File: src/sv/pcdp_pkg.sv
package pcdp_pkg;

    typedef enum logic [2:0] {
        CMD_LINE  = 3'd0,
        CMD_MOVE  = 3'd1,
        CMD_RMOVE = 3'd2,
        CMD_HREL  = 3'd3,
        CMD_HABS  = 3'd4,
        CMD_VREL  = 3'd5,
        CMD_VABS  = 3'd6,
        CMD_CLOSE = 3'd7
    } t_cmd;

    typedef enum logic [1:0] {
        F_IDLE,
        F_MUL,
        F_APPLY
    } t_front_state;

    typedef enum logic [1:0] {
        B_IDLE,
        B_PREP,
        B_EMIT
    } t_back_state;

    // One drawn segment waiting for its depth passes.
    typedef struct packed {
        logic signed [31:0] x1;
        logic signed [31:0] y1;
        logic signed [31:0] za;
        logic signed [31:0] x2;
        logic signed [31:0] y2;
        logic signed [31:0] zb;
    } t_seg;

    // Occupancy of the segment queue as seen by both sides.
    typedef struct packed {
        logic full;
        logic empty;
    } t_q_stat;

    localparam logic [1:0] REG_PX_RATIO    = 2'd0;
    localparam logic [1:0] REG_PAGE_HEIGHT = 2'd1;
    localparam logic [1:0] REG_PASS_STEP   = 2'd2;

    localparam int QDEPTH = 4;
    localparam int QPTR_W = $clog2(QDEPTH);
    localparam int QCNT_W = $clog2(QDEPTH + 1);

    localparam int OUT_DATA_W = 200;

    localparam logic signed [39:0] SAT_HI = 40'sd2147483647;
    localparam logic signed [39:0] SAT_LO = -40'sd2147483648;

    function automatic logic signed [39:0] ext40(input logic signed [31:0] v);
        return {{8{v[31]}}, v};
    endfunction

    function automatic logic signed [31:0] sat32(input logic signed [39:0] v);
        logic signed [31:0] r;
        if (v > SAT_HI) begin
            r = 32'sh7fffffff;
        end else if (v < SAT_LO) begin
            r = 32'sh80000000;
        end else begin
            r = v[31:0];
        end
        return r;
    endfunction

endpackage

File: src/sv/pcdp_queue.sv
module pcdp_queue (
    input  logic                i_clk,
    input  logic                i_rst_n,
    input  logic                i_push,
    input  pcdp_pkg::t_seg      i_seg,
    input  logic                i_pop,
    output pcdp_pkg::t_seg      o_seg,
    output pcdp_pkg::t_q_stat   o_stat
);
    import pcdp_pkg::*;

    t_seg              r_mem [QDEPTH];
    logic [QPTR_W-1:0] r_wr_ptr, r_rd_ptr;
    logic [QCNT_W-1:0] r_count;
    logic              w_push, w_pop;

    assign o_stat.full  = (r_count == QCNT_W'(QDEPTH));
    assign o_stat.empty = (r_count == '0);
    assign w_push       = i_push && !o_stat.full;
    assign w_pop        = i_pop && !o_stat.empty;
    assign o_seg        = r_mem[r_rd_ptr];

    always_ff @(posedge i_clk) begin
        if (!i_rst_n) begin
            r_wr_ptr <= '0;
            r_rd_ptr <= '0;
            r_count  <= '0;
        end else begin
            if (w_push) begin
                r_wr_ptr <= r_wr_ptr + 1'b1;
            end
            if (w_pop) begin
                r_rd_ptr <= r_rd_ptr + 1'b1;
            end
            if (w_push && !w_pop) begin
                r_count <= r_count + 1'b1;
            end else if (w_pop && !w_push) begin
                r_count <= r_count - 1'b1;
            end
        end
    end

    always_ff @(posedge i_clk) begin
        if (w_push) begin
            r_mem[r_wr_ptr] <= i_seg;
        end
    end

endmodule

File: config.mk
export PLATFORM = sky130hd
export DESIGN_NAME = pcdp_queue
export DESIGN_NICKNAME = d
export VERILOG_FILES = /design/src/sv/pcdp_pkg.sv /design/src/sv/pcdp_queue.sv
export SDC_FILE = /design/constraint.sdc
export NUM_CORES = 1
export LEC_CHECK = 0
export ABC_AREA = 1
export BUFFER_PORTS_ARGS = -buffer_cell sky130_fd_sc_hd__buf_4
export CAP_MARGIN = 20
export CORE_UTILIZATION = 57
export DETAILED_ROUTE_END_ITERATION = 8
export GPL_TIMING_DRIVEN = 0
export HOLD_SLACK_MARGIN = 0.03
export PLACE_DENSITY = 0.78
export SLEW_MARGIN = 10
export SYNTH_ARGS = -nofsm -noshare
export SYNTH_HDL_FRONTEND = slang
export SYNTH_SLANG_ARGS = --single-unit
File: constraint.sdc
create_clock -name i_clk -period 12.28 [get_ports i_clk]
set_input_delay 1.228 -clock i_clk [delete_from_list [all_inputs] [get_ports i_clk]]
set_output_delay 1.228 -clock i_clk [all_outputs]
set_load 0.1 [all_outputs]
### Word level (Yosys, flattened, before mapping)

Memories as Yosys holds them, arrays and structs flattened. A register that Yosys moved wholly into a read port is not among the register bits.
Index checks and enable logic that the tools add are counted.

| storage, ports and cells | value |
|---|---|
| flip-flop bits (word level) | 7 |
| bits in writable memories | 768 |
| input port bits | 196 |
| output and inout port bits | 194 |
| word-level logic and storage cells | 25 |
| memories | 1 |

| cells by class | value |
|---|---|
| add/sub/neg operators | 4 |
| equal/unequal tests | 1 |
| muxes and demuxes | 6 |
| reduce and logical (&&, ||, !) cells | 10 |

Memory list:

| memory | depth | bits a word | rd ports | clocked after Yosys merged registers in | wr ports | RTL line | text |
|---|---|---|---|---|---|---|---|
| r_mem | 4 | 192 | 1 | 1 | 1 | pcdp_queue.sv:12 | `t_seg r_mem [QDEPTH];` |

Operators with widths:

| kind | number |
|---|---|
| 3-bit two-way mux | 2 |
| 2-bit by 1-bit adder with 2-bit output, second input constant | 2 |
| 1-bit logical AND | 4 |
| 1-bit logical NOT | 4 |
| 2-bit two-way mux | 2 |
| 3-bit by 1-bit adder with 3-bit output, second input constant | 1 |
| 3-bit equality test, second input constant | 1 |
| 3-bit logical NOT | 1 |
| 3-bit by 1-bit subtractor with 3-bit output, second input constant | 1 |
| 1-bit two-way mux | 2 |
| 2-bit nonzero test | 1 |

### Depth between registers and ports, before layout

| depth | value |
|---|---|
| word-level depth | 7 |
| gate-level depth with buffers | 13 |
| mapped depth without buffers | 13 |

### Worst setup path after synthesis

OpenSTA, ideal clock, no wires.

| timing path | value |
|---|---|
| kind | in2reg |
| from | input i_push |
| to | memory r_mem[0][0] in the netlist's numbering (enable) |
| library setup time | 0.747 ns |
| arrival | 9.299 ns |
| required time | 11.533 ns |
| path slack | 2.233 ns |
| stages on the path | 2 |
| buffers on the path | 0 |
| path through | nand2_1 -> nor2_1 |

| between the ends | value |
|---|---|
| word-level cells in the longest chain between the ends | 3 |

Ends and longest elaborated chain:

| what | RTL line | text |
|---|---|---|
| start: declaration | pcdp_queue.sv:4 | `input logic i_push,` |
| 1-bit logical AND | pcdp_queue.sv:19 | `assign w_push = i_push && !o_stat.full;` |
| 1-bit two-way mux | pcdp_queue.sv:44 | `if (w_push) begin` |
| 1-bit two-way mux (implied by the code) | pcdp_queue.sv:45 | `r_mem[r_wr_ptr] <= i_seg;` |
| end: declaration | pcdp_queue.sv:12 |  |

No other way between the ends.

==> results.md <==
* Delay of the slowest cell on the worst path at 0.41 ns
* Leakage dissipation at 0.0127 uW
* Setup slack, reg-to-reg at 9.40 ns
* Initial DRT Pass Iterations at 5
* Post-place instance area at 33500 um^2
* Antenna-violating nets left at 0
* Final routed DRC violation total at 0
* Number of hold violations in the final report at 0
* CP Launch Type: register
* Avg Inst Size Synth at 15.0 um^2
* Number of gates given a new drive strength after cts at 0
* Final nets at 2629
* Instance count of the mapped netlist at 1927
* Slack of the critical path at 8.32 ns
* Buffer depth of the longest clock path at 3
* Synthesized flop and latch total at 777
* Worst path top cell family by delay: buffers and inverters
* Hold/Removal Path Class: register to register
* Count of distinct cell types in the synthesized netlist at 21
* Startpoint-to-endpoint class of the critical path: register to output pin
* Area grow syn2layout at 24.0%
* Post-route fraction of the period consumed by the critical path at 0.323
* Category of the worst setup path capture point: output pin
* Chain of cells forming the critical path: inv_1 > buf_2 > clkbuf_1 > o21ai_0 > o22ai_1 > buf_4
* Final setup violation count at 0
* Total detailed-routing wirelength at 74200 um
* Startpoint of the worst-slack reg-to-reg timing path: r_count[0]
* Total of warnings raised by yosys at 0
* Total placed cells including tap cells at 3021
* Area enclosed by the die boundary at 51700 um^2
* Later-pin clock latency in the skew report at 0.62 ns
* Fin area at 35900 um^2
* Worst slack, placed at 8.70 ns
* Cell area after technology mapping at 29000 um^2
* # Max-Cap Violations at 0
* Number of synthesized flops with an enable pin at 768
* Die Y-Extent at 227 um
* Overflow left after global routing at 0
* Cells on worst reg2reg path at 8
* Total power per unit cell area at 276 nW/um^2
* Hold-fix buffers, CTS at 0
* GRT Total Usage at 0.282
* Fraction of the yosys area taken by sequential cells at 0.803
* RSZ-0062 raised after global routing: no
* Setup TNS at 0 ns
* Commonest non-fill, non-tap cell in the layout: sky130_fd_sc_hd__edfxtp_1
* Post-DP HPWL at 46900 um
* Placeable Area at 50200 um^2
* CTS tree: done
* Std cell rows at 82
* Crit Reg-Reg Endpoint: r_mem[2][28]
* Vias in the first global route at 18600
* Initial DRC count at 1844
* Wire length of the first global-routing pass at 108000 um
* Data required time at the worst endpoint at 11.05 ns
* Min-Delay Path Depth at 2
* Starting Density at 0.577
* Worst-Margin Slew at 0.842 ns
* Pins over their slew limit at 0
* H-tree lvl count at 3
* Mean number of vias per cell at 5.90
* Async set-or-reset flop fraction in the synthesized netlist at 0
* Cell with the biggest individual delay on the critical path: sky130_fd_sc_hd__buf_2
* Sum of buffers and inverters on the critical path at 4
* Maximum number of pins on one net before global-route repair at 27
* Routed WL per cell at 23.5 um
* Highest clock rate at 252 MHz
* Setup bufs post-CTS at 0
* Min cycle time layout at 3.96 ns
* Outcome: finished clean
* Worst IR Drop VDD at 0.236 mV
* Mapped Nets at 2129
* Crit path DAT at 2.73 ns
* Die width at 227 um
* Layout Cells excl Fill at 3163
* Number of antenna violations at the first check in global routing at 7
* Total CTS buffers at 76
* CTS Root Cell: sky130_fd_sc_hd__clkbuf_16
* Via count of the routed design at 18700
* Most common flop cell mapped by yosys: sky130_fd_sc_hd__edfxtp_1
* Fraction of layout cells with a size suffix above 1 at 0.244
* Core Util, Final at 0.716
* Hold_sp: r_rd_ptr[0]
* Clock transition at the registers of the reported paths at 0.06 ns
* Worst max-slew margin expressed relative to the limit at 0.437
* Number of I/O pins at 390
* Port Buffers at 389
* Commonest non-fill, non-tap cells in the layout: sky130_fd_sc_hd__edfxtp_1 (768), sky130_fd_sc_hd__buf_4 (397), sky130_fd_sc_hd__nor2_1 (394), sky130_fd_sc_hd__o21ai_0 (269), sky130_fd_sc_hd__o22ai_1 (192)
* Placer congestion estimate at 0.801
* Number of clock sinks at 777
* Setup skew after layout at 0.0319 ns
* Max FO, Critical Path at 10
==> sequential cells by signal, indices dropped and copies added, names as in the netlist, named ones only <==
register and cells:
r_mem 768, r_wr_ptr 2, r_rd_ptr 2, r_count 3
==> area by class of cell <==
type | count | area, um^2
Buffer | 127 | 832
Timing Repair Buffer | 422 | 3640
Tap cell | 672 | 841
Multi-Input combinational cell | 1005 | 4840
Antenna cell | 5 | 12.5
Sequential cell | 777 | 23200
Inverter | 18 | 75.1
Clock buffer | 100 | 2100
Fill cell | 3062 | 14300
Clock inverter | 37 | 333
==> tightest hold or removal path: cells and delay by family, from the launching register on <==
family	cells	cell delay (ns)
AO/OA/AOI/OAI	1	0.07
AND/OR/NAND/NOR	1	0.09
flip-flops	1	0.33
==> per-layer routing <==
metal  wire (um)  part of all wire  vias to the layer above  track usage
met5          79            0.0011                        -            0
met4        2200             0.030                       12        0.109
met3        7600              0.10                      160       0.0885
met2       37000              0.50                      904        0.469
met1       27400              0.37                     9276        0.346
li1            -                 -                     8319            -
==> synth_stat cells (all sizes together) (3+ instances only) <==
cell type / number / share of area
edfxtp: 768 / 0.80
nor2: 398 / 0.052
o21ai: 385 / 0.067
o22ai: 192 / 0.041
buf: 66 / 0.020
clkbuf: 61 / 0.0083
inv: 18 / 0.0026
nand2: 15 / 0.0019
dfxtp: 9 / 0.0062
ha: 5 / 0.0022
nand3: 4 / 0.00069
a21oi: 3 / 0.00052
==> worst max-delay path by stage <==
stage	from	to	slack, ns	cells after the start
after global placement	i_push	r_mem[0][82]	-4.09	3
after detailed placement	i_push	r_mem[2][82]	8.70	7
after CTS	register	o_seg[57]	8.33	5
final	register	o_seg[57]	8.32	6
after global routing	register	o_seg[57]	8.27	6
after floorplan	i_push	r_mem[0][0]	2.23	2
==> where the power goes <==
group | internal, uW | leakage [uW] | switching [uW]
registers | 3220 | 0.00711 | 63.7
logic | 863 | 0.00439 | 3510
clock network | 1330 | 0.00118 | 943
total | 5410 | 0.0127 | 4510
==> cells by family after synthesis <==
family,share of synthesized area
buf+inv,0.0313
fa+ha+maj,0.00285
simple gates,0.0545
compound gates,0.109
xor+xnor,0.000302
flops,0.803
==> through the flow <==
step	power [uW]	hold slack (ns)
floorplan	6610	0.465
finish	9930	0.550
CTS	9940	0.541
global placement	7710	0.486
global route	10200	0.584
detailed placement	7680	0.507
(Power assumes the default switching activity.)
