--- src/sv/pcdp_pkg.sv ---
package pcdp_pkg;

    typedef enum logic [2:0] {
        CMD_LINE  = 3'd0,
        CMD_MOVE  = 3'd1,
        CMD_RMOVE = 3'd2,
        CMD_HREL  = 3'd3,
        CMD_HABS  = 3'd4,
        CMD_VREL  = 3'd5,
        CMD_VABS  = 3'd6,
        CMD_CLOSE = 3'd7
    } t_cmd;

    typedef enum logic [1:0] {
        F_IDLE,
        F_MUL,
        F_APPLY
    } t_front_state;

    typedef enum logic [1:0] {
        B_IDLE,
        B_PREP,
        B_EMIT
    } t_back_state;

    // One drawn segment waiting for its depth passes.
    typedef struct packed {
        logic signed [31:0] x1;
        logic signed [31:0] y1;
        logic signed [31:0] za;
        logic signed [31:0] x2;
        logic signed [31:0] y2;
        logic signed [31:0] zb;
    } t_seg;

    // Occupancy of the segment queue as seen by both sides.
    typedef struct packed {
        logic full;
        logic empty;
    } t_q_stat;

    localparam logic [1:0] REG_PX_RATIO    = 2'd0;
    localparam logic [1:0] REG_PAGE_HEIGHT = 2'd1;
    localparam logic [1:0] REG_PASS_STEP   = 2'd2;

    localparam int QDEPTH = 4;
    localparam int QPTR_W = $clog2(QDEPTH);
    localparam int QCNT_W = $clog2(QDEPTH + 1);

    localparam int OUT_DATA_W = 200;

    localparam logic signed [39:0] SAT_HI = 40'sd2147483647;
    localparam logic signed [39:0] SAT_LO = -40'sd2147483648;

    function automatic logic signed [39:0] ext40(input logic signed [31:0] v);
        return {{8{v[31]}}, v};
    endfunction

    function automatic logic signed [31:0] sat32(input logic signed [39:0] v);
        logic signed [31:0] r;
        if (v > SAT_HI) begin
            r = 32'sh7fffffff;
        end else if (v < SAT_LO) begin
            r = 32'sh80000000;
        end else begin
            r = v[31:0];
        end
        return r;
    endfunction

endpackage

--- src/sv/pcdp_back.sv ---
module pcdp_back #(
    parameter int MAX_PASSES = 64
) (
    input  logic                                i_clk,
    input  logic                                i_rst_n,
    input  logic [30:0]                         i_pass_step,
    input  pcdp_pkg::t_q_stat                   i_q_stat,
    input  pcdp_pkg::t_seg                      i_seg,
    output logic                                o_pop,
    output logic                                o_valid,
    input  logic                                i_ready,
    output logic [pcdp_pkg::OUT_DATA_W-1:0]     o_data,
    output logic                                o_last,
    output logic                                o_trunc
);
    import pcdp_pkg::*;

    t_back_state r_state, n_state;

    logic signed [31:0] r_x1, r_y1, r_x2, r_y2;
    logic signed [39:0] r_za, r_zb;
    logic [6:0]         r_level;
    logic               r_trunc;

    logic signed [39:0] w_step, w_na, w_nb, w_zmin, w_deep;
    logic               w_last, w_load;

    assign w_step = {9'b0, i_pass_step};
    assign w_na   = r_za + w_step;
    assign w_nb   = r_zb + w_step;
    assign w_last = (r_level == 7'(MAX_PASSES)) || (!w_na[39] && !w_nb[39]);

    // Passes are cut off exactly when the deeper end is still below zero
    // after the full count of raises.
    assign w_zmin = (r_za < r_zb) ? r_za : r_zb;
    assign w_deep = w_zmin + w_step * 40'(MAX_PASSES);

    always_comb begin
        n_state = r_state;
        case (r_state)
            B_IDLE: begin
                if (!i_q_stat.empty) begin
                    n_state = B_PREP;
                end
            end
            B_PREP: begin
                n_state = B_EMIT;
            end
            B_EMIT: begin
                if (i_ready && w_last) begin
                    n_state = B_IDLE;
                end
            end
            default: begin
                n_state = B_IDLE;
            end
        endcase
    end

    always_comb begin
        w_load  = (r_state == B_IDLE) && !i_q_stat.empty;
        o_pop   = w_load;
        o_valid = (r_state == B_EMIT);
        o_last  = w_last;
        o_trunc = r_trunc;
    end

    assign o_data = {1'b0, sat32(r_zb), r_y2, r_x2, sat32(r_za), r_y1, r_x1, r_level};

    always_ff @(posedge i_clk) begin
        if (!i_rst_n) begin
            r_state <= B_IDLE;
        end else begin
            r_state <= n_state;
        end
    end

    always_ff @(posedge i_clk) begin
        if (w_load) begin
            r_x1    <= i_seg.x1;
            r_y1    <= i_seg.y1;
            r_x2    <= i_seg.x2;
            r_y2    <= i_seg.y2;
            r_za    <= ext40(i_seg.za);
            r_zb    <= ext40(i_seg.zb);
            r_level <= 7'd1;
        end else if (r_state == B_EMIT && i_ready && !w_last) begin
            r_za    <= w_na;
            r_zb    <= w_nb;
            r_level <= r_level + 7'd1;
        end
        if (r_state == B_PREP) begin
            r_trunc <= w_deep[39];
        end
    end

endmodule

--- config.mk ---
export PLATFORM = sky130hd
export DESIGN_NAME = pcdp_back
export DESIGN_NICKNAME = d
export VERILOG_FILES = /design/src/sv/pcdp_pkg.sv /design/src/sv/pcdp_back.sv
export SDC_FILE = /design/constraint.sdc
export NUM_CORES = 1
export LEC_CHECK = 0
export ABC_AREA = 0
export BUFFER_PORTS_ARGS = -buffer_cell sky130_fd_sc_hd__buf_2
export CORE_MARGIN = 8
export CORE_UTILIZATION = 48
export CTS_BUF_LIST = sky130_fd_sc_hd__clkbuf_4 sky130_fd_sc_hd__clkbuf_8
export DETAILED_ROUTE_END_ITERATION = 7
export HOLD_SLACK_MARGIN = 0.12
export PLACE_DENSITY = 0.86
export REMOVE_ABC_BUFFERS = 1
export SETUP_SLACK_MARGIN = 0.2
export SLEW_MARGIN = 25
export SYNTH_ARGS = -nofsm -noshare
export SYNTH_HDL_FRONTEND = slang
export SYNTH_SLANG_ARGS = --single-unit
--- constraint.sdc ---
create_clock -name i_clk -period 9.4 [get_ports i_clk]
set_input_delay 2.35 -clock i_clk [delete_from_list [all_inputs] [get_ports i_clk]]
set_output_delay 2.35 -clock i_clk [all_outputs]
set_load 0.02 [all_outputs]
Yosys cells after proc, flatten, opt, wreduce, memory -nomap -nowiden
Index checks and enable logic that the tools add are counted.
{"block": "classes", "add_sub_neg": 4, "order_cmp": 5, "eq_ne": 5, "n_mux": 12, "n_reduce_logical": 13}
{"op": "40-bit 2-to-1 mux", "n": 5}
{"op": "32-bit 2-to-1 mux", "n": 4}
{"op": "40-bit by 32-bit adder with 40-bit output", "n": 2}
{"op": "40-bit by 32-bit greater-than comparator with 1-bit output (second input constant)", "n": 2}
{"op": "40-bit by 32-bit < comparator with 1-bit output (second input constant)", "n": 2}
{"op": "40-bit by 38-bit adder with 40-bit output", "n": 1}
{"op": "40-bit < comparator", "n": 1}
{"op": "7-bit by 1-bit adder with 7-bit output (second input constant)", "n": 1}
{"op": "7-bit == test (second input constant)", "n": 1}
{"op": "2-bit one-hot mux with 3 select lines", "n": 1}
{"op": "1-bit logical AND", "n": 5}
{"op": "1-bit zero test", "n": 4}
{"op": "2-bit 2-to-1 mux", "n": 2}
{"op": "2-bit by 1-bit == test with 1-bit output (second input constant)", "n": 1}
{"op": "2-bit == test (second input constant)", "n": 1}
{"op": "2-bit zero test", "n": 1}
{"op": "2-bit by 1-bit != test with 1-bit output (second input constant)", "n": 1}
{"op": "2-bit != test (second input constant)", "n": 1}
{"op": "2-bit AND reduction", "n": 1}
{"op": "2-bit nonzero test", "n": 1}
{"op": "1-bit logical OR", "n": 1}
{"block": "word_totals", "ff_bits": 218, "output_inout_bits": 204, "elab_cells": 48}

Logic depth before layout (Yosys ltp)
{"block": "depth", "ltp_word": 8, "depth_mapped": 23, "ltp_nobuf": 22}

Worst setup path after synthesis
Ideal clock, no wire load.
{"block": "synth_timing", "kind": "input to output", "startpoint": "input port i_q_stat[0] (netlist bit)", "endpoint": "output port o_pop", "t_arrival_ps": 6913, "t_required_ps": 7050, "path_slack_ps": 137, "path_stages": 4, "n_path_buf": 2, "path_cell_list": "or3_1 > clkinv_1 > clkbuf_1 > clkbuf_1"}
{"block": "synth_between", "elab_chain_cells": 2}
{"item": "start, declared", "line": "pcdp_back.sv:7", "text": "input pcdp_pkg::t_q_stat i_q_stat,"}
{"item": "1-bit zero test", "line": "pcdp_back.sv:61", "text": "w_load = (r_state == B_IDLE) && !i_q_stat.empty;"}
{"item": "1-bit logical AND", "line": "pcdp_back.sv:61"}
{"item": "end, declared", "line": "pcdp_back.sv:9", "text": "output logic o_pop,"}
No other way between the ends.

Worst setup path after layout
{"block": "layout_timing", "startpoint": "input port i_pass_step[2]", "endpoint": "output port o_last"}
{"block": "layout_between", "elab_chain_cells": 4, "word_cells_on_any_way": 6, "classes_between": "add/sub (2); reduce/logical (4)"}
{"item": "start, declared", "line": "pcdp_back.sv:6", "text": "input logic [30:0] i_pass_step,"}
{"item": "40-bit by 32-bit adder with 40-bit output (on tied branches)", "line": "pcdp_back.sv:29, pcdp_back.sv:30"}
{"item": "1-bit zero test", "line": "pcdp_back.sv:31", "text": "assign w_last = (r_level == 7'(MAX_PASSES)) || (!w_na[39] && !w_nb[39]);"}
{"item": "1-bit logical AND *", "line": "pcdp_back.sv:31"}
{"item": "1-bit logical OR *", "line": "pcdp_back.sv:31"}
{"item": "end, declared", "line": "pcdp_back.sv:13", "text": "output logic o_last,"}
Every way passes the cells marked *; elsewhere a longest branch is shown, timed or not.

==> reports/results.ini <==
[outcome]
status=finished clean

[clock_tree]
cts_hold_buf=0
cts_tree=built
cts-buffers-inserted=37
cts_resized=0
path_clk_slew_ps=60
post_cts_buffers=0
cts.sinks=218
h-tree-depth=2
clockBufferDepth=3
clock_latency_ps=540
clock-root-buffer=clkbuf_8

[timing]
slew_violations=0
hold_violations=0
rsz0062_at_grt=false
tightest_slew_ps=983.3
fin_crit_sh_pct=79.57
fmax_ghz=0.1337
setup_viol=0
setup_slack_ps=1921
fin_setup_tns_ps=0
whs_ps=521.5
layout_min_cycle_time_ps=7479
fin_skew_ps=24.20
maxSlewHeadroom_pct=34.45

[setup_path]
r2r_start=r_zb[29]
rr_endpoint=o_trunc
cp-start-kind=input port
worstPathMaxFanout=4
crit_arrival_ps=5130
reg2regPathDepth=22
critPathCaptureType=output pin
critPathRequiredTime_ps=7050
regToRegSetupSlack_ps=3770
crit_type=input port to output pin

[route]
dr.pass1.iters=7
wl_per_cell_um=20.74
viasPerCell=5.732
drtAntennaViolNets=0
drt_wl_total_um=44430
drc=0
vias=12277
drtIter0Drc=1170

[yosys]
synth_top_area_cell=edfxtp_1
async_reset_ff_share_pct=0
ys_warn_count=0
ys_seq_area_share_pct=47.61
synth_edf_count=209
synth_flop_cell=edfxtp_1
avgSynthCellArea_um2=10.44
ys_seq_elements=218
synth_cells=1299
synth_cell_types=64
synth_common_cells=209 x edfxtp_1, 133 x ha_1, 123 x a21o_1, 120 x a21oi_1, 114 x nand2_1
ys_top_cells_by_area=edfxtp_1 46%, ha_1 12%, a21o_1 6.8%
synth_top_area_share_pct=46.28
synth_most_common_cell=edfxtp_1
syn_area_um2=13560

[power]
switchingPower_w=0.001351
clockPowerShare_pct=23.8
ir_worst_vdd_mv=0.08868
switching_share_pct=37.63
p_seq_share_pct=37.2
p_leak_nw=7.808
p_int_w=0.002238
power_density_nw_per_um2=213.0
pwr-share-comb_pct=39.0

[worst_hold_path]
whs_path_depth=2
whs_endpoint=r_level[6]
hold_class=register to register
hp-start=r_level[6]

[placed_design]
io_buffers=429
place_congestion=0.9650
dp_slack_ps=2014
dp_hpwl_um=34730

[flow_run]
drv_cap=0

[floorplanning]
io-pin-count=432
fp.dieH_um=184.1
rows=61
die_w_um=184.1
core-area_um2=27780
start_util_pct=48.82
die_area_um2=33890

[grt]
grt-ovfl-total=0
grt_pass1_vias=12019
grt_max_degree=81
grt_use_total_pct=24.66
antenna_found_initial=10
grt_pass1_wl_um=65660

[layout]
area_delta_synth_final_pct=24.26
drive_above_1_share_pct=29.27
nets=2091
utilization_pct=60.66

==> metal layers <==
metal	share of wire (%)	track usage, %	vias up
met5	0.054	0	-
met4	3.7	10.91	4
met3	8.1	4.863	105
met2	50	43.97	583
met1	38	28.33	5837
li1	-	-	5748
==> power by group through the flow <==
stage / combinational [W] / sequential, W / clock (W)
2_1_floorplan: 0.000938 / 0.00137 / 0
3_3_place_gp: 0.00134 / 0.00134 / 0
3_5_place_dp: 0.00137 / 0.00135 / 0
4_1_cts: 0.00139 / 0.00133 / 0.000869
5_1_grt: 0.00154 / 0.00135 / 0.000915
6_report: 0.00140 / 0.00133 / 0.000854
==> placed cells by master, fill, tap and decap left out, types with 4 or more instances in the layout <==
cell type  Yosys  routed
edfxtp_1     209     209
nand4_1       21      21
or3_1          7       6
a21oi_1      120     118
and3_1        13      13
diode_2        0       8
inv_1         66      66
clkinv_1       1      10
buf_2          0     429
a21o_1       123     123
o22ai_1        6       6
nand2_1      114     112
nor2b_1       11      11
a211oi_1      16      16
o2111ai_1      4       4
nor3b_1        4       4
o21a_1         7       7
and2_1         4       4
buf_4          2       7
nor2_1        77      77
o21ai_0      101     101
dfxtp_1        9       9
clkbuf_8       0      40
o31ai_1       13      13
nor3_1        14      14
nor4_1         8       8
xor2_1        34      34
ha_1         133     133
a31oi_1       10      10
nand3b_1       5       5
mux2i_1        4       4
xnor2_1       27      27
o21bai_1       6       6
o211ai_1       5       5
nand2b_1      11      11
nand3_1       21      21
clkinv_2       0       4
clkbuf_4       0       8
and4_1         4       4
==> registers in the layout (all words and copies together), names as in the netlist <==
name,count
r_x1,32
r_state,2
r_x2,32
r_za,40
r_y1,32
r_level,7
r_zb,40
r_y2,32
o_trunc,1
==> worst max path at each step <==
stage | from | to | slack, ps | depth (start not counted)
2_1_floorplan | i_q_stat[0] | o_pop | -940 | 2
3_3_place_gp | i_pass_step[1] | o_last | 2090 | 11
3_5_place_dp | i_pass_step[20] | o_last | 2010 | 11
4_1_cts | i_pass_step[20] | o_last | 2000 | 11
5_1_grt | i_pass_step[1] | o_last | 1860 | 11
6_report | i_pass_step[2] | o_last | 1920 | 11
==> through the flow <==
step | area (µm²) | cells | total power (W)
detailed placement | 16100 | 2067 | 0.002724
global route | 16850 | 2142 | 0.003800
CTS | 16830 | 2134 | 0.003585
finish | 16850 | 2142 | 0.003589
floorplan | 13380 | 1253 | 0.002311
global placement | 16090 | 2067 | 0.002677
==> layout make-up <==
class / count / area (µm²)
fillers: 2390 / 10930
clock buffers: 48 / 610.6
flip-flops and latches: 218 / 6456
well taps: 378 / 473.0
multi-input cells: 968 / 6714
clock inverters: 19 / 121.4
diodes: 8 / 20.02
inverters: 67 / 256.5
repair buffers: 436 / 2200
==> kinds of logic (layout without fill, tap and decap cells) <==
family	count (synthesis)	after routing	share of synthesized area, %
adders and majority gates	135	135	12.57
buffers and inverters	113	570	3.183
xor gates and xnor gates	61	61	3.940
AOI/OAI and AO/OA	444	444	21.02
DFF	218	218	47.61
muxes	6	6	0.4889
and+or+nand+nor	321	321	11.17
other	1	9	0.02765
==> worst max-delay path, cell delays in order <==
cell and delay, ps:
buf_2 140, ha_1 370, o211ai_1 100, o21ai_1 310
o2111ai_1 250, a211oi_2 410, o2111ai_1 220, nand4_1 190
nand4b_1 260, o21ai_0 310, buf_2 220
Power figures use the tool's default switching activity.
