`src/sv/pcdp_pkg.sv`:
```
package pcdp_pkg;

    typedef enum logic [2:0] {
        CMD_LINE  = 3'd0,
        CMD_MOVE  = 3'd1,
        CMD_RMOVE = 3'd2,
        CMD_HREL  = 3'd3,
        CMD_HABS  = 3'd4,
        CMD_VREL  = 3'd5,
        CMD_VABS  = 3'd6,
        CMD_CLOSE = 3'd7
    } t_cmd;

    typedef enum logic [1:0] {
        F_IDLE,
        F_MUL,
        F_APPLY
    } t_front_state;

    typedef enum logic [1:0] {
        B_IDLE,
        B_PREP,
        B_EMIT
    } t_back_state;

    // One drawn segment waiting for its depth passes.
    typedef struct packed {
        logic signed [31:0] x1;
        logic signed [31:0] y1;
        logic signed [31:0] za;
        logic signed [31:0] x2;
        logic signed [31:0] y2;
        logic signed [31:0] zb;
    } t_seg;

    // Occupancy of the segment queue as seen by both sides.
    typedef struct packed {
        logic full;
        logic empty;
    } t_q_stat;

    localparam logic [1:0] REG_PX_RATIO    = 2'd0;
    localparam logic [1:0] REG_PAGE_HEIGHT = 2'd1;
    localparam logic [1:0] REG_PASS_STEP   = 2'd2;

    localparam int QDEPTH = 4;
    localparam int QPTR_W = $clog2(QDEPTH);
    localparam int QCNT_W = $clog2(QDEPTH + 1);

    localparam int OUT_DATA_W = 200;

    localparam logic signed [39:0] SAT_HI = 40'sd2147483647;
    localparam logic signed [39:0] SAT_LO = -40'sd2147483648;

    function automatic logic signed [39:0] ext40(input logic signed [31:0] v);
        return {{8{v[31]}}, v};
    endfunction

    function automatic logic signed [31:0] sat32(input logic signed [39:0] v);
        logic signed [31:0] r;
        if (v > SAT_HI) begin
            r = 32'sh7fffffff;
        end else if (v < SAT_LO) begin
            r = 32'sh80000000;
        end else begin
            r = v[31:0];
        end
        return r;
    endfunction

endpackage

```
`src/sv/pcdp_front.sv`:
```
module pcdp_front (
    input  logic                    i_clk,
    input  logic                    i_rst_n,
    input  logic                    i_valid,
    output logic                    o_ready,
    input  pcdp_pkg::t_cmd          i_cmd,
    input  logic signed [31:0]      i_arg_x,
    input  logic signed [31:0]      i_arg_y,
    input  logic signed [31:0]      i_cut_depth,
    input  logic [17:0]             i_px_ratio,
    input  logic [30:0]             i_page_height,
    input  pcdp_pkg::t_q_stat       i_q_stat,
    output logic                    o_push,
    output pcdp_pkg::t_seg          o_seg
);
    import pcdp_pkg::*;

    t_front_state r_state, n_state;

    t_cmd               r_cmd;
    logic signed [31:0] r_ax, r_ay, r_z;
    logic signed [51:0] r_prod_x, r_prod_y;
    logic signed [51:0] n_prod_x, n_prod_y;

    logic signed [31:0] r_cur_x, r_cur_y, r_cur_z;
    logic signed [31:0] r_org_x, r_org_y, r_org_z;
    logic               r_first;

    logic signed [32:0] w_mx_op, w_my_op;
    logic signed [18:0] w_ratio;
    logic signed [31:0] w_mm_x, w_mm_y;
    logic signed [31:0] w_tx, w_ty, w_tz;
    logic               w_draw, w_emit, w_commit;

    // Operands of the two page-unit to millimetre products.
    always_comb begin
        if (r_cmd inside {CMD_VREL, CMD_VABS}) begin
            w_mx_op = -{r_ax[31], r_ax};
        end else begin
            w_mx_op = {r_ax[31], r_ax};
        end
        if (r_cmd == CMD_MOVE) begin
            w_my_op = {r_ay[31], r_ay};
        end else begin
            w_my_op = {2'b00, i_page_height} - {r_ay[31], r_ay};
        end
    end

    assign w_ratio  = {1'b0, i_px_ratio};
    assign n_prod_x = w_mx_op * w_ratio;
    assign n_prod_y = w_my_op * w_ratio;

    // The arithmetic shift of the product is the floor of the Q2.16 scaling.
    assign w_mm_x = sat32({{4{r_prod_x[51]}}, r_prod_x[51:16]});
    assign w_mm_y = sat32({{4{r_prod_y[51]}}, r_prod_y[51:16]});

    always_comb begin
        w_tx = w_mm_x;
        w_ty = w_mm_y;
        w_tz = r_z;
        case (r_cmd)
            CMD_LINE: begin
            end
            CMD_MOVE: begin
            end
            CMD_RMOVE: begin
                w_ty = sat32(ext40(w_mm_y) + ext40(r_cur_y));
            end
            CMD_HREL: begin
                w_tx = sat32(ext40(w_mm_x) + ext40(r_cur_x));
                w_ty = r_cur_y;
            end
            CMD_HABS: begin
                w_ty = r_cur_y;
            end
            CMD_VREL: begin
                w_tx = r_cur_x;
                w_ty = sat32(ext40(w_mm_x) + ext40(r_cur_y));
            end
            CMD_VABS: begin
                w_tx = r_cur_x;
                w_ty = w_mm_x;
            end
            CMD_CLOSE: begin
                w_tx = r_org_x;
                w_ty = r_org_y;
                w_tz = r_org_z;
            end
            default: begin
            end
        endcase
    end

    assign w_draw = (r_cmd != CMD_MOVE) && (r_cmd != CMD_RMOVE);
    // Segments that stay at or above zero along both ends need no pass.
    assign w_emit = w_draw && !r_first && (r_cur_z[31] || w_tz[31]);

    always_comb begin
        n_state = r_state;
        case (r_state)
            F_IDLE: begin
                if (i_valid) begin
                    n_state = F_MUL;
                end
            end
            F_MUL: begin
                n_state = F_APPLY;
            end
            F_APPLY: begin
                if (!(w_emit && i_q_stat.full)) begin
                    n_state = F_IDLE;
                end
            end
            default: begin
                n_state = F_IDLE;
            end
        endcase
    end

    always_comb begin
        o_ready  = (r_state == F_IDLE);
        w_commit = (r_state == F_APPLY) && !(w_emit && i_q_stat.full);
        o_push   = w_commit && w_emit;
    end

    assign o_seg.x1 = r_cur_x;
    assign o_seg.y1 = r_cur_y;
    assign o_seg.za = r_cur_z;
    assign o_seg.x2 = w_tx;
    assign o_seg.y2 = w_ty;
    assign o_seg.zb = w_tz;

    always_ff @(posedge i_clk) begin
        if (!i_rst_n) begin
            r_state <= F_IDLE;
            r_cur_x <= '0;
            r_cur_y <= '0;
            r_cur_z <= '0;
            r_org_x <= '0;
            r_org_y <= '0;
            r_org_z <= '0;
            r_first <= 1'b1;
        end else begin
            r_state <= n_state;
            if (w_commit) begin
                r_cur_x <= w_tx;
                r_cur_y <= w_ty;
                r_cur_z <= w_tz;
                if (!w_draw) begin
                    r_org_x <= w_tx;
                    r_org_y <= w_ty;
                    r_org_z <= w_tz;
                end
                r_first <= (r_cmd == CMD_CLOSE);
            end
        end
    end

    always_ff @(posedge i_clk) begin
        if (o_ready && i_valid) begin
            r_cmd <= i_cmd;
            r_ax  <= i_arg_x;
            r_ay  <= i_arg_y;
            r_z   <= i_cut_depth;
        end
        if (r_state == F_MUL) begin
            r_prod_x <= n_prod_x;
            r_prod_y <= n_prod_y;
        end
    end

endmodule

```
`config.mk`:
```
export PLATFORM = sky130hd
export DESIGN_NAME = pcdp_front
export DESIGN_NICKNAME = d
export VERILOG_FILES = /design/src/sv/pcdp_pkg.sv /design/src/sv/pcdp_front.sv
export SDC_FILE = /design/constraint.sdc
export NUM_CORES = 2
export LEC_CHECK = 0
export ABC_AREA = 0
export BUFFER_PORTS_ARGS = -buffer_cell sky130_fd_sc_hd__buf_2
export CAP_MARGIN = 30
export CORE_AREA = 8 8 370 372
export DETAILED_ROUTE_END_ITERATION = 6
export DIE_AREA = 0 0 378 380
export PLACE_DENSITY_LB_ADDON = 0.12
export SKIP_CTS_REPAIR_TIMING = 1
export SYNTH_ARGS = -nofsm -noshare
export SYNTH_HDL_FRONTEND = slang
export SYNTH_SLANG_ARGS = --single-unit
```
`constraint.sdc`:
```
create_clock -name i_clk -period 11.92 [get_ports i_clk]
set_clock_uncertainty 0.1 [all_clocks]
set_input_delay 1.788 -clock i_clk [delete_from_list [all_inputs] [get_ports i_clk]]
set_output_delay 1.788 -clock i_clk [all_outputs]
set_load 0.02 [all_outputs]
```
# == After elaboration in Yosys (flattened, before gate mapping) ==
# Cells that the tools add are included.
# totals
reg_bits,398
inputBits,153
output_inout_bits,194
wordCells,79
# classes
addsub,5
multipliers,2
order_cmp,10
eq_ne,13
mux,18
bitwise_logic,1
reduce_logical,16
# op_table
op,n
$mux 32,11
$pmux 32 s5,1
$mul 33x19->52,2
$add 32x32->33,3
$gt 33x32->1 const B,3
$lt 33x32->1 const B,3
$pmux 32 s3,1
$gt 36x32->1 const B,2
$lt 36x32->1 const B,2
$mux 33,2
$neg 33->33,1
$sub 32x32->33,1
$eq 3x3->1 const B,4
$logic_and 1x1->1,7
$eq 3x2->1 const B,2
$pmux 2 s3,1
$mux 2,2
$ne 2x2->1 const B,2
$reduce_and 2->1,2
$reduce_or 2->1,2
$eq 3x1->1 const B,1
$ne 3x1->1 const B,1
$ne 3x2->1 const B,1
$eq 2x1->1 const B,1
other kinds (6),7

# == Logic depth before layout (Yosys ltp) ==
# depth
word_depth,8
mapped_depth,40
mapped_depth_nobuf,39

# == Worst setup path after synthesis ==
# No wires, ideal clock.
# synth_timing
path_type,input-to-reg
from,in i_page_height[0]
to,"reg r_prod_y[48], data pin"
setup_time_ps,265
arrival_ps,10040
required_ps,11555
setup_slack_ps,1515
path_stages,37
path_cell_list,inv_1 > ha_1 > fa_1 > nor2b_1 > o31a_1 > o41a_1 > a311o_1 > nor3_1 > o31a_1 > o21ai_1 > a211oi_1 > o21bai_1 > a2111oi_0 > a21o_1 > buf_2 > nand2_1 > fa_1 > fa_1 > fa_1 > inv_1 > fa_1 > fa_1 > inv_1 > fa_1 > inv_1 > ha_1 > clkbuf_1 > a21oi_1 > o21bai_1 > a21o_1 > a21oi_1 > nor2b_1 > o21ai_0 > nand2b_1 > a221oi_1 > o211ai_1 > xor2_1
# synth_via
elab_chain_cells,3
# synth_rtl
item,line_no,text
"start, declared",pcdp_front.sv:11,"input logic [30:0] i_page_height,"
$sub 32x32->33,pcdp_front.sv:45,"w_my_op = {2'b00, i_page_height} - {r_ay[31], r_ay};"
$mux 33,pcdp_front.sv:42,if (r_cmd == CMD_MOVE) begin
$mul 33x19->52,pcdp_front.sv:51,assign n_prod_y = w_my_op * w_ratio;
via n_prod_y[48],pcdp_front.sv:23,"logic signed [51:0] n_prod_x, n_prod_y;"
"end signal, assigned",pcdp_front.sv:168,r_prod_y <= n_prod_y;
"end, declared",pcdp_front.sv:22,"logic signed [51:0] r_prod_x, r_prod_y;"
# The timed path passes the listed nets, and every way through them passes these cells.
# A chain may end at the register's enable or synchronous reset.

# == Worst setup path in the final report ==
# Ends and elaborated chain as after synthesis.

==> flow_metrics.env <==
export IMPL_setup_tns_ns=0
export IMPL_ys_seq_area_frac=0.142
export IMPL_r2r_start="r_cmd[0]"
export IMPL_multi_input_area_um2=47700
export IMPL_syn_inst=7283
export IMPL_wirelength_um=203000
export IMPL_ys_warn_count=0
export IMPL_slowest_delay_ns=0.66
export IMPL_grt_usage=0.280
export IMPL_reg2reg_depth=28
export IMPL_ys_flop_type="dfxtp_1"
export IMPL_vias=50800
export IMPL_ant_nets=0
export IMPL_fin_nets=9136
export IMPL_synth_nets=8962
export IMPL_h_tree_depth=2
export IMPL_layout_drive_gt1_share=0.0826
export IMPL_finalHoldViolCount=0
export IMPL_grt_overflow_total=0
export IMPL_worst_setup_path_start_kind="primary input"
export IMPL_antenna_found_initial=10
export IMPL_core_rowCount=133
export IMPL_numPortBuffers=345
export IMPL_cts_root_buf="clkbuf_16"
export IMPL_cts_buffers=48
export IMPL_clkSinkCount=366
export IMPL_drc=0
export IMPL_r2r_end="r_prod_x[51]"
export IMPL_yosys_top_cells_area="fa_1, inv_1, edfxtp_1"
export IMPL_cp_startpoint="i_page_height[0]"
export IMPL_setup_viol=0
export IMPL_worstSkewPairLatency_ns=0.65
export IMPL_via_per_inst=5.49
export IMPL_rsz0062_at_grt="false"
export IMPL_cts_buffer_depth=3
export IMPL_fp_dieW_um=378
export IMPL_r2r_setup_slack_ns=1.22
export IMPL_synth_top_cell_by_area="fa_1"
export IMPL_n_fill_cell=12500
export IMPL_cts_tree="yes"
export IMPL_synth_top_area_frac=0.361
export IMPL_finalMaxSlewViolations=0
export IMPL_clk_pin_slew_worst_paths_ns=0.06
export IMPL_synth_edf_count=171
export IMPL_mostFrequentLayoutCells="inv_1, fa_1, nand2_1, and2_1, ha_1"
export IMPL_cp_required_ns=12.18
export IMPL_grt_pass1_wl_um=312000
export IMPL_status="finished clean"
export IMPL_cp_end_kind="flop"
export IMPL_slew_headroom=0.286
export IMPL_synth_cell_type_count=83
export IMPL_placeableCoreArea_um2=131000
export IMPL_die_area_um2=144000
export IMPL_endpoint="r_prod_y[48]"
export IMPL_drt_initial_drc_count=3627
export IMPL_crit_fanout=24
export IMPL_detailed_place_hpwl_um=157000
export IMPL_grt_pass1_vias=52600
export IMPL_die_h_um=380
export IMPL_synth_seq_cells=366
export IMPL_critPathMostFrequentCell="fa_1"
export IMPL_drv_cap=0
export IMPL_start_util=0.486
export IMPL_async_flop_share=0
export IMPL_ios=347
export IMPL_wire_per_inst_um=21.9
export IMPL_worstSetupPathType="in2reg"
export IMPL_syn_avg_cell_area_um2=8.73
export IMPL_period_needed_ns=11.15
export IMPL_place_gp_congestion=0.950
export IMPL_fmax_ghz=0.0897
export IMPL_mostFrequentLayoutCell="inv_1"
export IMPL_worst_pin_slew_ns=1.07
export IMPL_seq_area_um2=9040
export IMPL_grt_max_degree=95
export IMPL_worstPathArrival_ns=11.41
export IMPL_syn_area_um2=63600
export IMPL_hold_path_class="reg2reg"
export IMPL_syn_to_final_growth_pct=8.64
export IMPL_drtPass1Iterations=6
export IMPL_slowest_stage="fa_1"
export IMPL_timing_final_crit_share=0.935
Yosys cell counts (6+ instances only):
cell,number
or3_1,9
xor2_1,78
ha_1,378
o31ai_1,24
inv_1,1454
a221oi_1,12
nor2b_1,52
o22ai_1,17
a211oi_1,120
a31oi_1,33
o211ai_1,17
o32ai_1,7
edfxtp_1,171
and3_1,26
buf_1,17
nand2b_1,34
nand2_1,891
a221o_1,6
o31a_1,11
nand3_1,106
fa_1,1148
o21a_1,59
o221ai_1,10
nand4_1,44
o21ai_0,280
o21bai_1,23
a22oi_1,37
o21ai_1,19
nor3_1,30
a211o_1,9
xnor2_1,143
dfxtp_1,195
nor2_1,322
clkbuf_1,347
mux2i_1,36
a21oi_1,324
and2_1,567
maj3_1,10
a21o_1,116
or2_2,7
how the worst min path moves through the flow:
stage	startpoint	to	slack, ns	cells past startpoint
2_1_floorplan	r_org_z[31]	r_org_z[31]	0.33	2
3_3_place_gp	r_org_z[31]	r_org_z[31]	0.34	2
3_5_place_dp	r_org_y[11]	r_org_y[11]	0.35	2
4_1_cts	r_org_y[18]	r_org_y[18]	0.36	2
5_1_grt	r_org_y[31]	r_org_y[31]	0.39	2
6_report	r_org_z[31]	r_org_z[31]	0.36	2
cell families after synthesis:
family,synth area share
multiplexers,0.00620
AO/OA/AOI/OAI,0.118
buffers and inverters,0.108
AND/OR/NAND/NOR,0.158
XOR/XNOR,0.0304
flip-flops,0.142
adder cells (fa/ha/maj),0.437
per-layer routing:
metal / up-vias / track usage / routed length [um]
li1: 23100 / - / -
met1: 25600 / 0.380 / 86200
met2: 1728 / 0.457 / 93200
met3: 387 / 0.0315 / 13200
met4: 2 / 0.115 / 9840
met5: - / 0 / 12
critical path: cells and delay by family:
family          cells  cell delay (ns)
xor+xnor            1             0.17
simple gates        5             0.55
buf+inv             6             0.90
compound gates     16             3.83
fa+ha+maj           9             4.15
stage by stage:
stage	utilization	std cells	cell area, um2	worst slack, ns	hold WS (ns)
floorplan	-	7283	63600	1.52	0.334
global placement	0.515	9155	67300	0.278	0.344
detailed placement	0.515	9159	67400	0.203	0.353
CTS	0.528	9249	69000	0.887	0.361
global route	0.528	9253	69100	0.264	0.387
finish	0.528	9254	69100	0.770	0.362
flip-flops by register name, indices dropped and copies added, names as in the netlist:
register,flops
r_state,2
r_org_z,32
r_prod_x,36
r_cur_x,32
r_cur_y,32
r_ax,32
r_cur_z,32
r_cmd,3
r_org_x,32
r_z,32
r_ay,32
r_org_y,32
r_prod_y,36
r_first,1
cell type report:
cell class                      count  area share
Clock inverter                     26     0.00424
Antenna cell                        2   0.0000724
Timing Repair Buffer              496      0.0434
Sequential cell                   366       0.131
Tap cell                         1755      0.0318
Multi-Input combinational cell   5091       0.691
Clock buffer                       64      0.0196
Inverter                         1454      0.0790
Power is left out: the tool's default activity adds up to more than one toggle a clock period on the data nets, which glitch-free logic cannot reach.
